[config.mk]
export PLATFORM = sky130hd
export DESIGN_NAME = mag_cal_cordic_cell
export DESIGN_NICKNAME = d
export VERILOG_FILES = /design/src/design/mag_cal_pkg.sv /design/src/design/mag_cal_cordic_cell.sv
export SDC_FILE = /design/constraint.sdc
export NUM_CORES = 1
export LEC_CHECK = 0
export BUFFER_PORTS_ARGS = -buffer_cell sky130_fd_sc_hd__buf_2
export CORE_MARGIN = 2
export CORE_UTILIZATION = 30
export DETAILED_ROUTE_END_ITERATION = 10
export GPL_ROUTABILITY_DRIVEN = 1
export PLACE_DENSITY = 0.6
export SLEW_MARGIN = 20
export SYNTH_ARGS = -nofsm -noshare
export SYNTH_HDL_FRONTEND = slang
export SYNTH_SLANG_ARGS = --single-unit
[constraint.sdc]
create_clock -name clk -period 6.8 [get_ports clk]
set_input_delay 0.34 -clock clk [delete_from_list [all_inputs] [get_ports clk]]
set_output_delay 0.34 -clock clk [all_outputs]
set_load 0.02 [all_outputs]
[src/design/mag_cal_pkg.sv]
// shared types, constants and the cordic angle table for the magnetometer correction unit
// no dependencies
package mag_cal_pkg;

  localparam int SAMPLE_BITS_DEF   = 16;
  localparam int CORDIC_STAGES_DEF = 16;
  localparam int MAX_STAGES        = 24;

  localparam int X_W = 27;  // cordic x/y width
  localparam int Z_W = 26;  // cordic angle width, 2^-16 degree

  localparam logic signed [Z_W-1:0] DEG_90  = Z_W'(90 * 65536);
  localparam logic signed [X_W-1:0] DEG_90H = X_W'(90 * 65536);
  localparam logic signed [X_W-1:0] DEG_360 = X_W'(360 * 65536);
  localparam logic [16:0] HD_FULL = 17'(360 * 64);

  // register indexes
  localparam logic [2:0] REG_OFFSET_X   = 3'd0;
  localparam logic [2:0] REG_OFFSET_Y   = 3'd1;
  localparam logic [2:0] REG_OFFSET_Z   = 3'd2;
  localparam logic [2:0] REG_MATRIX_0   = 3'd3;
  localparam logic [2:0] REG_MATRIX_1   = 3'd4;
  localparam logic [2:0] REG_MATRIX_2   = 3'd5;
  localparam logic [2:0] REG_CALIBRATED = 3'd6;

  typedef struct packed {
    logic signed [15:0] mag_x;
    logic signed [15:0] mag_y;
    logic signed [15:0] mag_z;
    logic               last_sample;
  } in_t;

  typedef struct packed {
    logic signed [23:0] corr_x;
    logic signed [23:0] corr_y;
    logic signed [23:0] corr_z;
    logic [14:0]        heading_deg;
    logic               valid_res;
    logic               last_out;
  } out_t;

  // corrected vector leaving the front end
  typedef struct packed {
    logic               valid;
    logic               last;
    logic               cal;
    logic signed [23:0] cx;
    logic signed [23:0] cy;
    logic signed [23:0] cz;
  } corr_t;

  // one cordic cell's worth of state
  typedef struct packed {
    logic                 valid;
    logic                 last;
    logic                 cal;
    logic                 zero;
    logic signed [23:0]   cx;
    logic signed [23:0]   cy;
    logic signed [23:0]   cz;
    logic signed [X_W-1:0] x;
    logic signed [X_W-1:0] y;
    logic signed [Z_W-1:0] z;
  } cordic_t;

  // round(atan(2^-i) * 180/pi * 2^16)
  function automatic logic [21:0] atan_entry(input int i);
    logic [21:0] v;
    case (i)
      0:  v = 22'd2949120;
      1:  v = 22'd1740967;
      2:  v = 22'd919879;
      3:  v = 22'd466945;
      4:  v = 22'd234379;
      5:  v = 22'd117304;
      6:  v = 22'd58666;
      7:  v = 22'd29335;
      8:  v = 22'd14668;
      9:  v = 22'd7334;
      10: v = 22'd3667;
      11: v = 22'd1833;
      12: v = 22'd917;
      13: v = 22'd458;
      14: v = 22'd229;
      15: v = 22'd115;
      16: v = 22'd57;
      17: v = 22'd29;
      18: v = 22'd14;
      19: v = 22'd7;
      20: v = 22'd4;
      21: v = 22'd2;
      22: v = 22'd1;
      default: v = 22'd0;
    endcase
    return v;
  endfunction

endpackage

[src/design/mag_cal_cordic_cell.sv]
// one vectoring cordic rotation stage, registered, passes side data along
// depends on mag_cal_pkg
module mag_cal_cordic_cell #(
  parameter int STAGE = 0
) (
  input  logic                 clk,
  input  logic                 rst_n,
  input  mag_cal_pkg::cordic_t d,
  output mag_cal_pkg::cordic_t q
);
  import mag_cal_pkg::*;

  localparam logic signed [Z_W-1:0] ANG = Z_W'(atan_entry(STAGE));

  cordic_t cell_nxt, cell_r;
  logic vld_r;
  logic signed [X_W-1:0] xs, ys;

  always_comb begin
    cell_nxt = d;
    xs = d.x >>> STAGE;
    ys = d.y >>> STAGE;
    if (d.y >= 0) begin
      cell_nxt.x = d.x + ys;
      cell_nxt.y = d.y - xs;
      cell_nxt.z = d.z + ANG;
    end else begin
      cell_nxt.x = d.x - ys;
      cell_nxt.y = d.y + xs;
      cell_nxt.z = d.z - ANG;
    end
  end

  always_ff @(posedge clk) begin
    if (!rst_n) begin
      vld_r <= 1'b0;
    end else begin
      vld_r <= d.valid;
    end
  end

  always_ff @(posedge clk) begin
    cell_r <= cell_nxt;
  end

  always_comb begin
    q = cell_r;
    q.valid = vld_r;
  end

endmodule

==> metrics.yaml, run 1 <==
core_region_area_sq_mm: 0.02673
power_frac_comb: 0.291
place_worst_setup_slack_ns: 3.745
die_height_um: 168.2
critical_path.startpoint_type: "primary input"
worst-slew-pin-transition_ns: 0.7617
path_delay_family: "compound AO/OA/AOI/OAI gates"
initial_utilization: 0.3027
timing.fmax_mhz: 371.7
dp.final_hpwl_um: 23020
cts_htree_levels: 4
worst_ir_drop_vdd_uv: 171.1
placed_insts: 1512
cpMostUsedCell: "sky130_fd_sc_hd__a211oi_1"
fin_tns_setup_ns: 0
site_row_count: 60
netlist_instances: 894
final_period_minus_worst_setup_slack_ns: 2.690
wirelength_per_cell_um: 18.44
power_density_normalized_to_cell_area_mw_per_mm2: 259.1
globalRouteTotalUtil: 0.1990
net-switching-power_mw: 1.026
finalWeightedCongestion: 0.9129
finalSetupViolations: 0
fin_hold_ws_ns: 0.01453
count_of_different_cell_masters_after_synthesis: 77
timing_hold_violations_final: 0
timing.hold.worst_path_depth: 1
cts.reportedPaths.clkPinSlew_ns: 0.07
syn_to_final_growth_pct: 36.06
die_area_sq_mm: 0.02829
postcts_setup_bufs: 0
slowest_stage: "sky130_fd_sc_hd__a211oi_1"
cap_violations: 0
wirelength_um: 29410
p_clk_frac: 0.336
ports_placed_on_the_boundary: 314
cts-buffers-inserted: 17
slew-limit-headroom: 0.4891
ctsRootBufferMaster: "sky130_fd_sc_hd__clkbuf_16"
final-max-slew-violation-count: 0
cts_tree: "done"
synthesis.yosys.warnings: 0
routed_via_density: 4.898
critical_path_required_ns: 7.09
hp-class: "in -> reg"
timing.critical_path.cells: "buf_2 -> inv_1 -> ha_1 -> nor2b_1 -> o21a_1 -> or2_2 -> a211oi_1 -> o21ai_0 -> a211oi_1 -> a21oi_1 -> xor2_1"
pint_mw: 1.825
mostFrequentLayoutCells: "sky130_fd_sc_hd__buf_2, sky130_fd_sc_hd__dfxtp_1, sky130_fd_sc_hd__a21oi_1"
asyncSetResetFlopFracSynth: 0
max-clock-path-buffers: 2
ys_seq_elements: 155
synth_sequential_area_ratio: 0.3836
worst-setup-path-type: "in -> reg"
first_pass_iters: 9
stdcell_count: 1595
rsz_0062_raised_after_global_routing: "false"
grt_max_degree: 45
launch_instance_of_the_worst_min_delay_path: "d[105]"
commonest_non_fill_non_tap_cell_in_the_layout: "sky130_fd_sc_hd__buf_2"
final_min_period_over_clock_period: 0.3956
first_iter_violations: 631
status: "finished, final reports clean"
route.detailed.drc: 0
netlist_area_sq_mm: 0.008089
nets: 1488
routed-via-count: 7812
first_global_vias: 7639
critical_path.n_buffers_inverters: 2
clock_sink_count: 155
number_of_i_o_port_buffers: 313
post_route_cells_drive_above_1_share: 0.3025
synth_enable_flop_cells: 0
syn_nets: 1142
wire_length_of_the_first_global_routing_pass_um: 43370
global_route.overflow_total: 0
postRouteAntennaNets: 0
antenna_violations_before_repair: 2
setup.worst_path.end_class: "flop"
post-route-util: 0.4118
critical_path.max_fanout: 5
avgSynthCellArea_sq_um: 9.048
synth_top_flop_cell: "sky130_fd_sc_hd__dfxtp_1"
power.switching_fraction: 0.3599
die-width_um: 168.2
critical_path_arrival_ns: 2.98
slowest_delay_ns: 0.64
setup_slack_ns: 4.110
power_frac_seq: 0.373
p_leak_nw: 5.323
hold_path_end: "q[105]$_DFF_P_"
-- per-stage QoR --
stage,power [mW],instance area (sq um)
4_1_cts,2.876,10820
2_1_floorplan,1.587,8089
6_report,2.851,11010
5_1_grt,2.987,11000
3_3_place_gp,1.886,9907
3_5_place_dp,1.890,9907
-- per-layer routing --
| layer | vias to the layer above | GRT usage | share of wire |
|---|---|---|---|
| met4 | 2 | 0.08883 | 0.040 |
| met3 | 56 | 0.04184 | 0.060 |
| met5 | - | 0 | 0.00044 |
| met2 | 351 | 0.3502 | 0.50 |
| li1 | 3754 | - | - |
| met1 | 3649 | 0.2325 | 0.40 |
-- registers in the layout, indices dropped and copies added, names as in the netlist --
register,flops
q,154
vld_r,1
-- Yosys cell counts (7+ instances only) --
cell | count | area, sq um
sky130_fd_sc_hd__a211oi_1 | 9 | 67.56
sky130_fd_sc_hd__a21o_1 | 20 | 150.1
sky130_fd_sc_hd__a21oi_1 | 93 | 465.5
sky130_fd_sc_hd__buf_1 | 8 | 30.03
sky130_fd_sc_hd__buf_2 | 8 | 40.04
sky130_fd_sc_hd__clkbuf_1 | 14 | 52.55
sky130_fd_sc_hd__dfxtp_1 | 155 | 3103
sky130_fd_sc_hd__ha_1 | 86 | 1076
sky130_fd_sc_hd__inv_1 | 81 | 304.0
sky130_fd_sc_hd__mux2i_1 | 10 | 100.1
sky130_fd_sc_hd__nand2_1 | 37 | 138.9
sky130_fd_sc_hd__nand2b_1 | 14 | 87.58
sky130_fd_sc_hd__nand3_1 | 12 | 60.06
sky130_fd_sc_hd__nand4_1 | 9 | 56.30
sky130_fd_sc_hd__nor2_1 | 67 | 251.5
sky130_fd_sc_hd__nor2b_1 | 16 | 100.1
sky130_fd_sc_hd__nor3_1 | 18 | 90.09
sky130_fd_sc_hd__o21ai_0 | 45 | 225.2
sky130_fd_sc_hd__o21bai_1 | 14 | 105.1
sky130_fd_sc_hd__o31ai_1 | 8 | 60.06
sky130_fd_sc_hd__or2_2 | 7 | 43.79
sky130_fd_sc_hd__or3_1 | 9 | 56.30
sky130_fd_sc_hd__xnor2_1 | 46 | 402.9
sky130_fd_sc_hd__xor2_1 | 12 | 105.1
-- power by group through the flow --
stage | sequential [mW] | clock [mW] | combinational, mW
2_1_floorplan | 1.22 | 0 | 0.365
3_5_place_dp | 1.09 | 0 | 0.803
3_3_place_gp | 1.09 | 0 | 0.798
6_report | 1.06 | 0.958 | 0.829
4_1_cts | 1.07 | 0.987 | 0.822
5_1_grt | 1.07 | 1.02 | 0.894
-- area by class of cell --
class                           count  area, sq um
Antenna cell                        1        2.502
Tap cell                          341        426.7
Clock buffer                       17        425.4
Sequential cell                   155         3103
Timing Repair Buffer              365         2082
Multi-Input combinational cell    617         4481
Inverter                           84        315.3
Clock inverter                     15        170.2
Fill cell                        2671        15720
-- cell families (layout without fill, tap and decap cells) --
family	Yosys count	count (layout)	synth area share
AO/OA/AOI/OAI	250	250	0.2034
AND/OR/NAND/NOR	209	209	0.1324
flip-flops	155	155	0.3836
buffers and inverters	122	481	0.06249
adder cells (fa/ha/maj)	90	90	0.1429
XOR/XNOR	58	58	0.06280
multiplexers	10	10	0.01237
other	0	1	0
-- what timing repair did --
action	CTS	global route
resized for setup	0	0
endpoints found under the hold margin	32	18
hold buffers	32	18
-- worst max path at each step --
stage / from / to / slack (ns) / cells past startpoint
CTS: d[27] / q[41]$_DFF_P_ / 4.19 / 11
floorplan: d[52] / q[24]$_DFF_P_ / 4.05 / 13
global route: d[38] / q[49]$_DFF_P_ / 3.96 / 11
global placement: d[27] / q[41]$_DFF_P_ / 3.75 / 11
detailed placement: d[27] / q[41]$_DFF_P_ / 3.74 / 11
finish: d[27] / q[41]$_DFF_P_ / 4.11 / 11
(Power assumes the default switching activity.)
==> inputs of run 2 (changes only) <==
--- a/config.mk
+++ b/config.mk
@@ -5,6 +5,7 @@
 export SDC_FILE = /design/constraint.sdc
 export NUM_CORES = 1
 export LEC_CHECK = 0
+export ABC_AREA = 1
 export BUFFER_PORTS_ARGS = -buffer_cell sky130_fd_sc_hd__buf_2
 export CORE_MARGIN = 2
 export CORE_UTILIZATION = 30
==> constraint.sdc (replaced) <==
create_clock -name clk -period 2.3 [get_ports clk]
set_input_delay 0.115 -clock clk [delete_from_list [all_inputs] [get_ports clk]]
set_output_delay 0.115 -clock clk [all_outputs]
set_load 0.02 [all_outputs]
==> metrics.yaml, run 2 <==
status: "finished, final reports clean"
die_area_sq_mm: 0.03289
syn_nets: 1619
critical_path.max_fanout: 3
routed_via_density: 4.691
yosys-top-cells-area: "sky130_fd_sc_hd__dfxtp_1, sky130_fd_sc_hd__nand2_1, sky130_fd_sc_hd__ha_1"
synth_top_flop_cell: "sky130_fd_sc_hd__dfxtp_1"
worst-slew-pin-transition_ns: 0.6674
count_of_different_cell_masters_after_synthesis: 41
cpMostUsedCell: "sky130_fd_sc_hd__nand2_1"
dp.final_hpwl_um: 30390
cts.reportedPaths.clkPinSlew_ns: 0.07
netlist_area_sq_mm: 0.009438
cts-buffers-inserted: 17
first_global_vias: 10450
hp-class: "in -> reg"
first_iter_violations: 706
wirelength_um: 37720
cts_htree_levels: 4
final_period_minus_worst_setup_slack_ns: 2.082
grt_max_degree: 55
post_route_cells_drive_above_1_share: 0.2631
max-clock-path-buffers: 2
fin_tns_setup_ns: 0
power_density_normalized_to_cell_area_mw_per_mm2: 673.3
die_height_um: 181.4
final-max-slew-violation-count: 0
avgSynthCellArea_sq_um: 6.884
postLayoutCellArea_sq_mm: 0.01314
globalRouteTotalUtil: 0.2273
finalWeightedCongestion: 0.9699
nets: 2048
routed-via-count: 10360
stdcell_count: 2209
netlist_instances: 1371
initial_utilization: 0.3069
ctsRootBufferMaster: "sky130_fd_sc_hd__clkbuf_16"
timing_hold_violations_final: 0
slew-limit-headroom: 0.5551
core_region_area_sq_mm: 0.03075
cts_tree: "done"
asyncSetResetFlopFracSynth: 0
synth_sequential_area_ratio: 0.3288
route.detailed.drc: 0
critical_path.startpoint_type: "primary input"
biggest_area_consumer_among_synthesized_cells: "sky130_fd_sc_hd__dfxtp_1"
site_row_count: 64
commonest_non_fill_non_tap_cell_in_the_layout: "sky130_fd_sc_hd__nand2_1"
finalSetupViolations: 0
setup.worst_path.end_class: "flop"
clock_sink_count: 155
ys_seq_elements: 155
wirelength_per_cell_um: 17.08
critical_path_arrival_ns: 2.39
antenna_violations_before_repair: 0
syn_to_final_growth_pct: 39.23
post-route-util: 0.4273
final.fill_count: 3183
global_route.overflow_total: 0
wire_length_of_the_first_global_routing_pass_um: 57560
timing.critical_path.cells: "dlygate4sd3_1 -> buf_2 -> ha_1 -> fa_2 -> nand2_1 -> nand2_1 -> and2_1 -> nand2_1 -> nand2_1 -> nand2_1 -> nand4_1 -> nand3_1 -> nand2_1"
timing.fmax_mhz: 480.3
synth_top_cell_area_share: 0.3288
largest_register_ffs: 154
slowest_stage: "sky130_fd_sc_hd__dlygate4sd3_1"
rsz_0062_raised_after_global_routing: "false"
worst_ir_drop_vdd_uv: 491.7
first_pass_iters: 6
synth.top_cells.by_count: "sky130_fd_sc_hd__nand2_1, sky130_fd_sc_hd__inv_1, sky130_fd_sc_hd__dfxtp_1"
synthesis.yosys.warnings: 0
die-width_um: 181.4
count_leader_synth: "sky130_fd_sc_hd__nand2_1"
slowest_delay_ns: 0.53
synth_enable_flop_cells: 0
placed_insts: 2081
placed_area_sq_mm: 0.01155
final_min_period_over_clock_period: 0.9051
critical_path_required_ns: 2.60
cap_violations: 0
worst-setup-path-type: "in -> reg"
mostFrequentLayoutCells: "sky130_fd_sc_hd__nand2_1, sky130_fd_sc_hd__buf_2, sky130_fd_sc_hd__inv_1"
antenna_cells: 0
number_of_i_o_port_buffers: 313
overall_power_of_the_completed_layout_mw: 8.847
ports_placed_on_the_boundary: 314
p_leak_nw: 7.082
postRouteAntennaNets: 0
run 2: cell count changes after synthesis, sizes merged, moves of 12 or more:
cell    before  now
a21o        20    1
inv         83  216
nand2       38  403
nand2b      14    0
nand3       12  120
nand4        9   32
nor2        68   98
nor2b       16    1
nor3        20    8
xnor2       46    5
run 2: worst paths after layout:
kind | from | end | cells after the start
worst max-delay path | d[53] | q[50]$_DFF_P_ | 13
worst min-delay path | d[25] | q[25]$_DFF_P_ | 3
run 2: per-layer routing:
layer | GRT usage | routed length (um) | vias to the layer above | share of wire
met5 | 0 | 0 | - | 0
li1 | - | - | 5181 | -
met4 | 0.08455 | 1292 | 0 | 0.034
met1 | 0.2532 | 15270 | 4752 | 0.40
met2 | 0.4279 | 19050 | 373 | 0.50
met3 | 0.04052 | 2113 | 56 | 0.056
run 2: logic make-up after synthesis:
kind of cell / Yosys count / synth area share
AND/OR/NAND/NOR: 669 / 0.3080
buffers and inverters: 254 / 0.1107
AO/OA/AOI/OAI: 178 / 0.1069
flip-flops: 155 / 0.3288
adder cells (fa/ha/maj): 90 / 0.1225
XOR/XNOR: 25 / 0.02320
run 2: through the flow:
step	setup slack [ns]	hold WS (ns)
after floorplan	0.2954	0.1427
after CTS	0.04111	0.02023
after global routing	0.05388	0.02884
after global placement	0.05087	0.2172
after detailed placement	0.06775	0.2186
final	0.2182	0.03475
run 2: final cells by class:
class                           instances  area, sq um  area share
Clock buffer                           18        429.2     0.03266
Timing Repair Buffer                  447         2813      0.2141
Inverter                              217        814.5     0.06199
Multi-Input combinational cell        962         5308      0.4039
Sequential cell                       155         3103      0.2361
Clock inverter                         14        177.7     0.01352
Tap cell                              396        495.5     0.03771
run 2: timing repair:
action / in CTS / in global routing
buffers inserted: 0 / 0
hold buffers: 96 / 0
resized for setup: 0 / 6
hold endpoints to repair: 95 / 0
setup endpoints to repair: 0 / 10
run 2: critical path, delay by kind of cell:
kind	cells	cell delay (ns)
and+or+nand+nor	9	1.02
adders and majority gates	2	0.59
buffers and inverters	2	0.67
run 2: report_power, final:
group          internal [mW]  switching (mW)
clock network           1.65            1.33
registers               2.97          0.0924
logic                   1.00            1.80
total                   5.63            3.22
==> inputs of run 3 (changes only) <==
--- a/config.mk
+++ b/config.mk
@@ -11,6 +11,7 @@
 export CORE_UTILIZATION = 30
 export DETAILED_ROUTE_END_ITERATION = 10
 export GPL_ROUTABILITY_DRIVEN = 1
+export HOLD_SLACK_MARGIN = 0.1
 export PLACE_DENSITY = 0.6
 export SLEW_MARGIN = 20
 export SYNTH_ARGS = -nofsm -noshare
==> metrics.yaml, run 3 (synthesis results as in run 2) <==
status: "finished, final reports clean"
mostFrequentLayoutCells: "sky130_fd_sc_hd__nand2_1, sky130_fd_sc_hd__buf_2, sky130_fd_sc_hd__inv_1"
routed_via_density: 4.691
p_leak_nw: 7.115
cts-buffers-inserted: 17
critical_path_arrival_ns: 2.46
wirelength_um: 37860
site_row_count: 64
finalSetupViolations: 0
route.detailed.drc: 0
final_min_period_over_clock_period: 0.9096
clock_sink_count: 155
fin_hold_ws_ns: 0.1124
antenna_cells: 0
largest_register_ffs: 154
power.switching_fraction: 0.3637
net-switching-power_mw: 3.223
setup.worst_path.end_class: "flop"
timing.hold.worst_path_depth: 3
timing.fmax_mhz: 478.0
hold_path_end: "q[19]$_DFF_P_"
place_worst_setup_slack_ns: 0.06775
first_global_vias: 10520
wire_length_of_the_first_global_routing_pass_um: 57720
setup_slack_ns: 0.2078
core_region_area_sq_mm: 0.03075
worst-setup-path-type: "in -> reg"
max-clock-path-buffers: 2
critical_path.startpoint_type: "primary input"
power_frac_seq: 0.346
wirelength_per_cell_um: 17.08
hp-class: "in -> reg"
ctsRootBufferMaster: "sky130_fd_sc_hd__clkbuf_16"
die_area_sq_mm: 0.03289
pint_mw: 5.639
stdcell_count: 2217
first_iter_violations: 663
power_density_normalized_to_cell_area_mw_per_mm2: 670.4
initial_utilization: 0.3069
cts.reportedPaths.clkPinSlew_ns: 0.07
grt_max_degree: 55
timing_hold_violations_final: 0
worst-slew-pin-transition_ns: 0.6910
ports_placed_on_the_boundary: 314
antenna_violations_before_repair: 0
launch_instance_of_the_worst_min_delay_path: "d[19]"
post_route_cells_drive_above_1_share: 0.2619
globalRouteTotalUtil: 0.2279
grt_most_used_layer: "met2"
postRouteAntennaNets: 0
worst_ir_drop_vdd_uv: 494.8
use_met2: 0.4264
nets: 2056
final-max-slew-violation-count: 0
power_frac_comb: 0.318
commonest_non_fill_non_tap_cell_in_the_layout: "sky130_fd_sc_hd__nand2_1"
number_of_i_o_port_buffers: 313
die_height_um: 181.4
syn_to_final_growth_pct: 40.08
final_period_minus_worst_setup_slack_ns: 2.092
rsz_0062_raised_after_global_routing: "false"
global_route.overflow_total: 0
cts_htree_levels: 4
cts_tree: "done"
placed_insts: 2081
p_clk_frac: 0.337
slew-limit-headroom: 0.5394
globalRouteMet1Util: 0.2558
critical_path_required_ns: 2.67
finalWeightedCongestion: 0.9699
final.fill_count: 3175
first_pass_iters: 7
die-width_um: 181.4
critical_path.max_fanout: 3
cap_violations: 0
routed-via-count: 10400
grtUsageMet3: 0.04092
dp.final_hpwl_um: 30390
fin_tns_setup_ns: 0
postcts_setup_bufs: 0
overall_power_of_the_completed_layout_mw: 8.862
[run 3: worst max path at each step]
stage | startpoint | cells past startpoint | to
floorplan | d[52] | 12 | q[24]$_DFF_P_
global placement | d[44] | 11 | q[48]$_DFF_P_
detailed placement | d[44] | 11 | q[48]$_DFF_P_
CTS | d[53] | 15 | q[77]$_DFF_P_
global route | d[53] | 13 | q[63]$_DFF_P_
finish | d[53] | 14 | q[42]$_DFF_P_
[run 3: layout make-up]
cell class | count | area (sq um) | share of cell area
inverter | 217 | 814.5 | 0.06161
clock inverter | 14 | 177.7 | 0.01344
tap | 396 | 495.5 | 0.03748
multi-input combinational | 962 | 5308 | 0.4015
clock buffer | 18 | 429.2 | 0.03246
sequential | 155 | 3103 | 0.2347
timing repair buffer | 455 | 2893 | 0.2188
[run 3: metrics by stage]
step,instance area (sq um),utilization
after floorplan,9438,-
after global placement,11550,0.3758
after detailed placement,11550,0.3758
after CTS,13200,0.4294
after global routing,13220,0.4299
final,13220,0.4299
[run 3: layer usage]
metal,wire (um),share of wire
met4,1258,0.033
met3,2079,0.055
met2,19130,0.51
met5,0,0
met1,15390,0.41
[run 3: critical path, stage by stage]
cell and delay, ns:
sky130_fd_sc_hd__dlygate4sd3_1 0.53, sky130_fd_sc_hd__buf_2 0.14, sky130_fd_sc_hd__ha_1 0.21, sky130_fd_sc_hd__fa_2 0.38, sky130_fd_sc_hd__nand2_1 0.08, sky130_fd_sc_hd__nand2_1 0.06, sky130_fd_sc_hd__and2_1 0.19, sky130_fd_sc_hd__nand2_1 0.07
sky130_fd_sc_hd__nand2_1 0.14, sky130_fd_sc_hd__nand2_1 0.09, sky130_fd_sc_hd__nand2_1 0.08, sky130_fd_sc_hd__xnor2_1 0.21, sky130_fd_sc_hd__nand2_1 0.07, sky130_fd_sc_hd__nand2_1 0.09
[run 3: power groups by stage]
| stage | Clock, mW | Combinational [mW] | Sequential [mW] |
|---|---|---|---|
| final | 2.98 | 2.81 | 3.06 |
| after global placement | 0 | 2.63 | 3.13 |
| after CTS | 3.05 | 2.80 | 3.07 |
| after floorplan | 0 | 1.30 | 3.48 |
| after global routing | 3.19 | 3.08 | 3.10 |
| after detailed placement | 0 | 2.64 | 3.13 |
[run 3: what timing repair did]
item,in CTS,in global routing
gates resized for setup,0,6
hold buffers,104,0
setup endpoints to repair,0,10
endpoints found under the hold margin,102,0
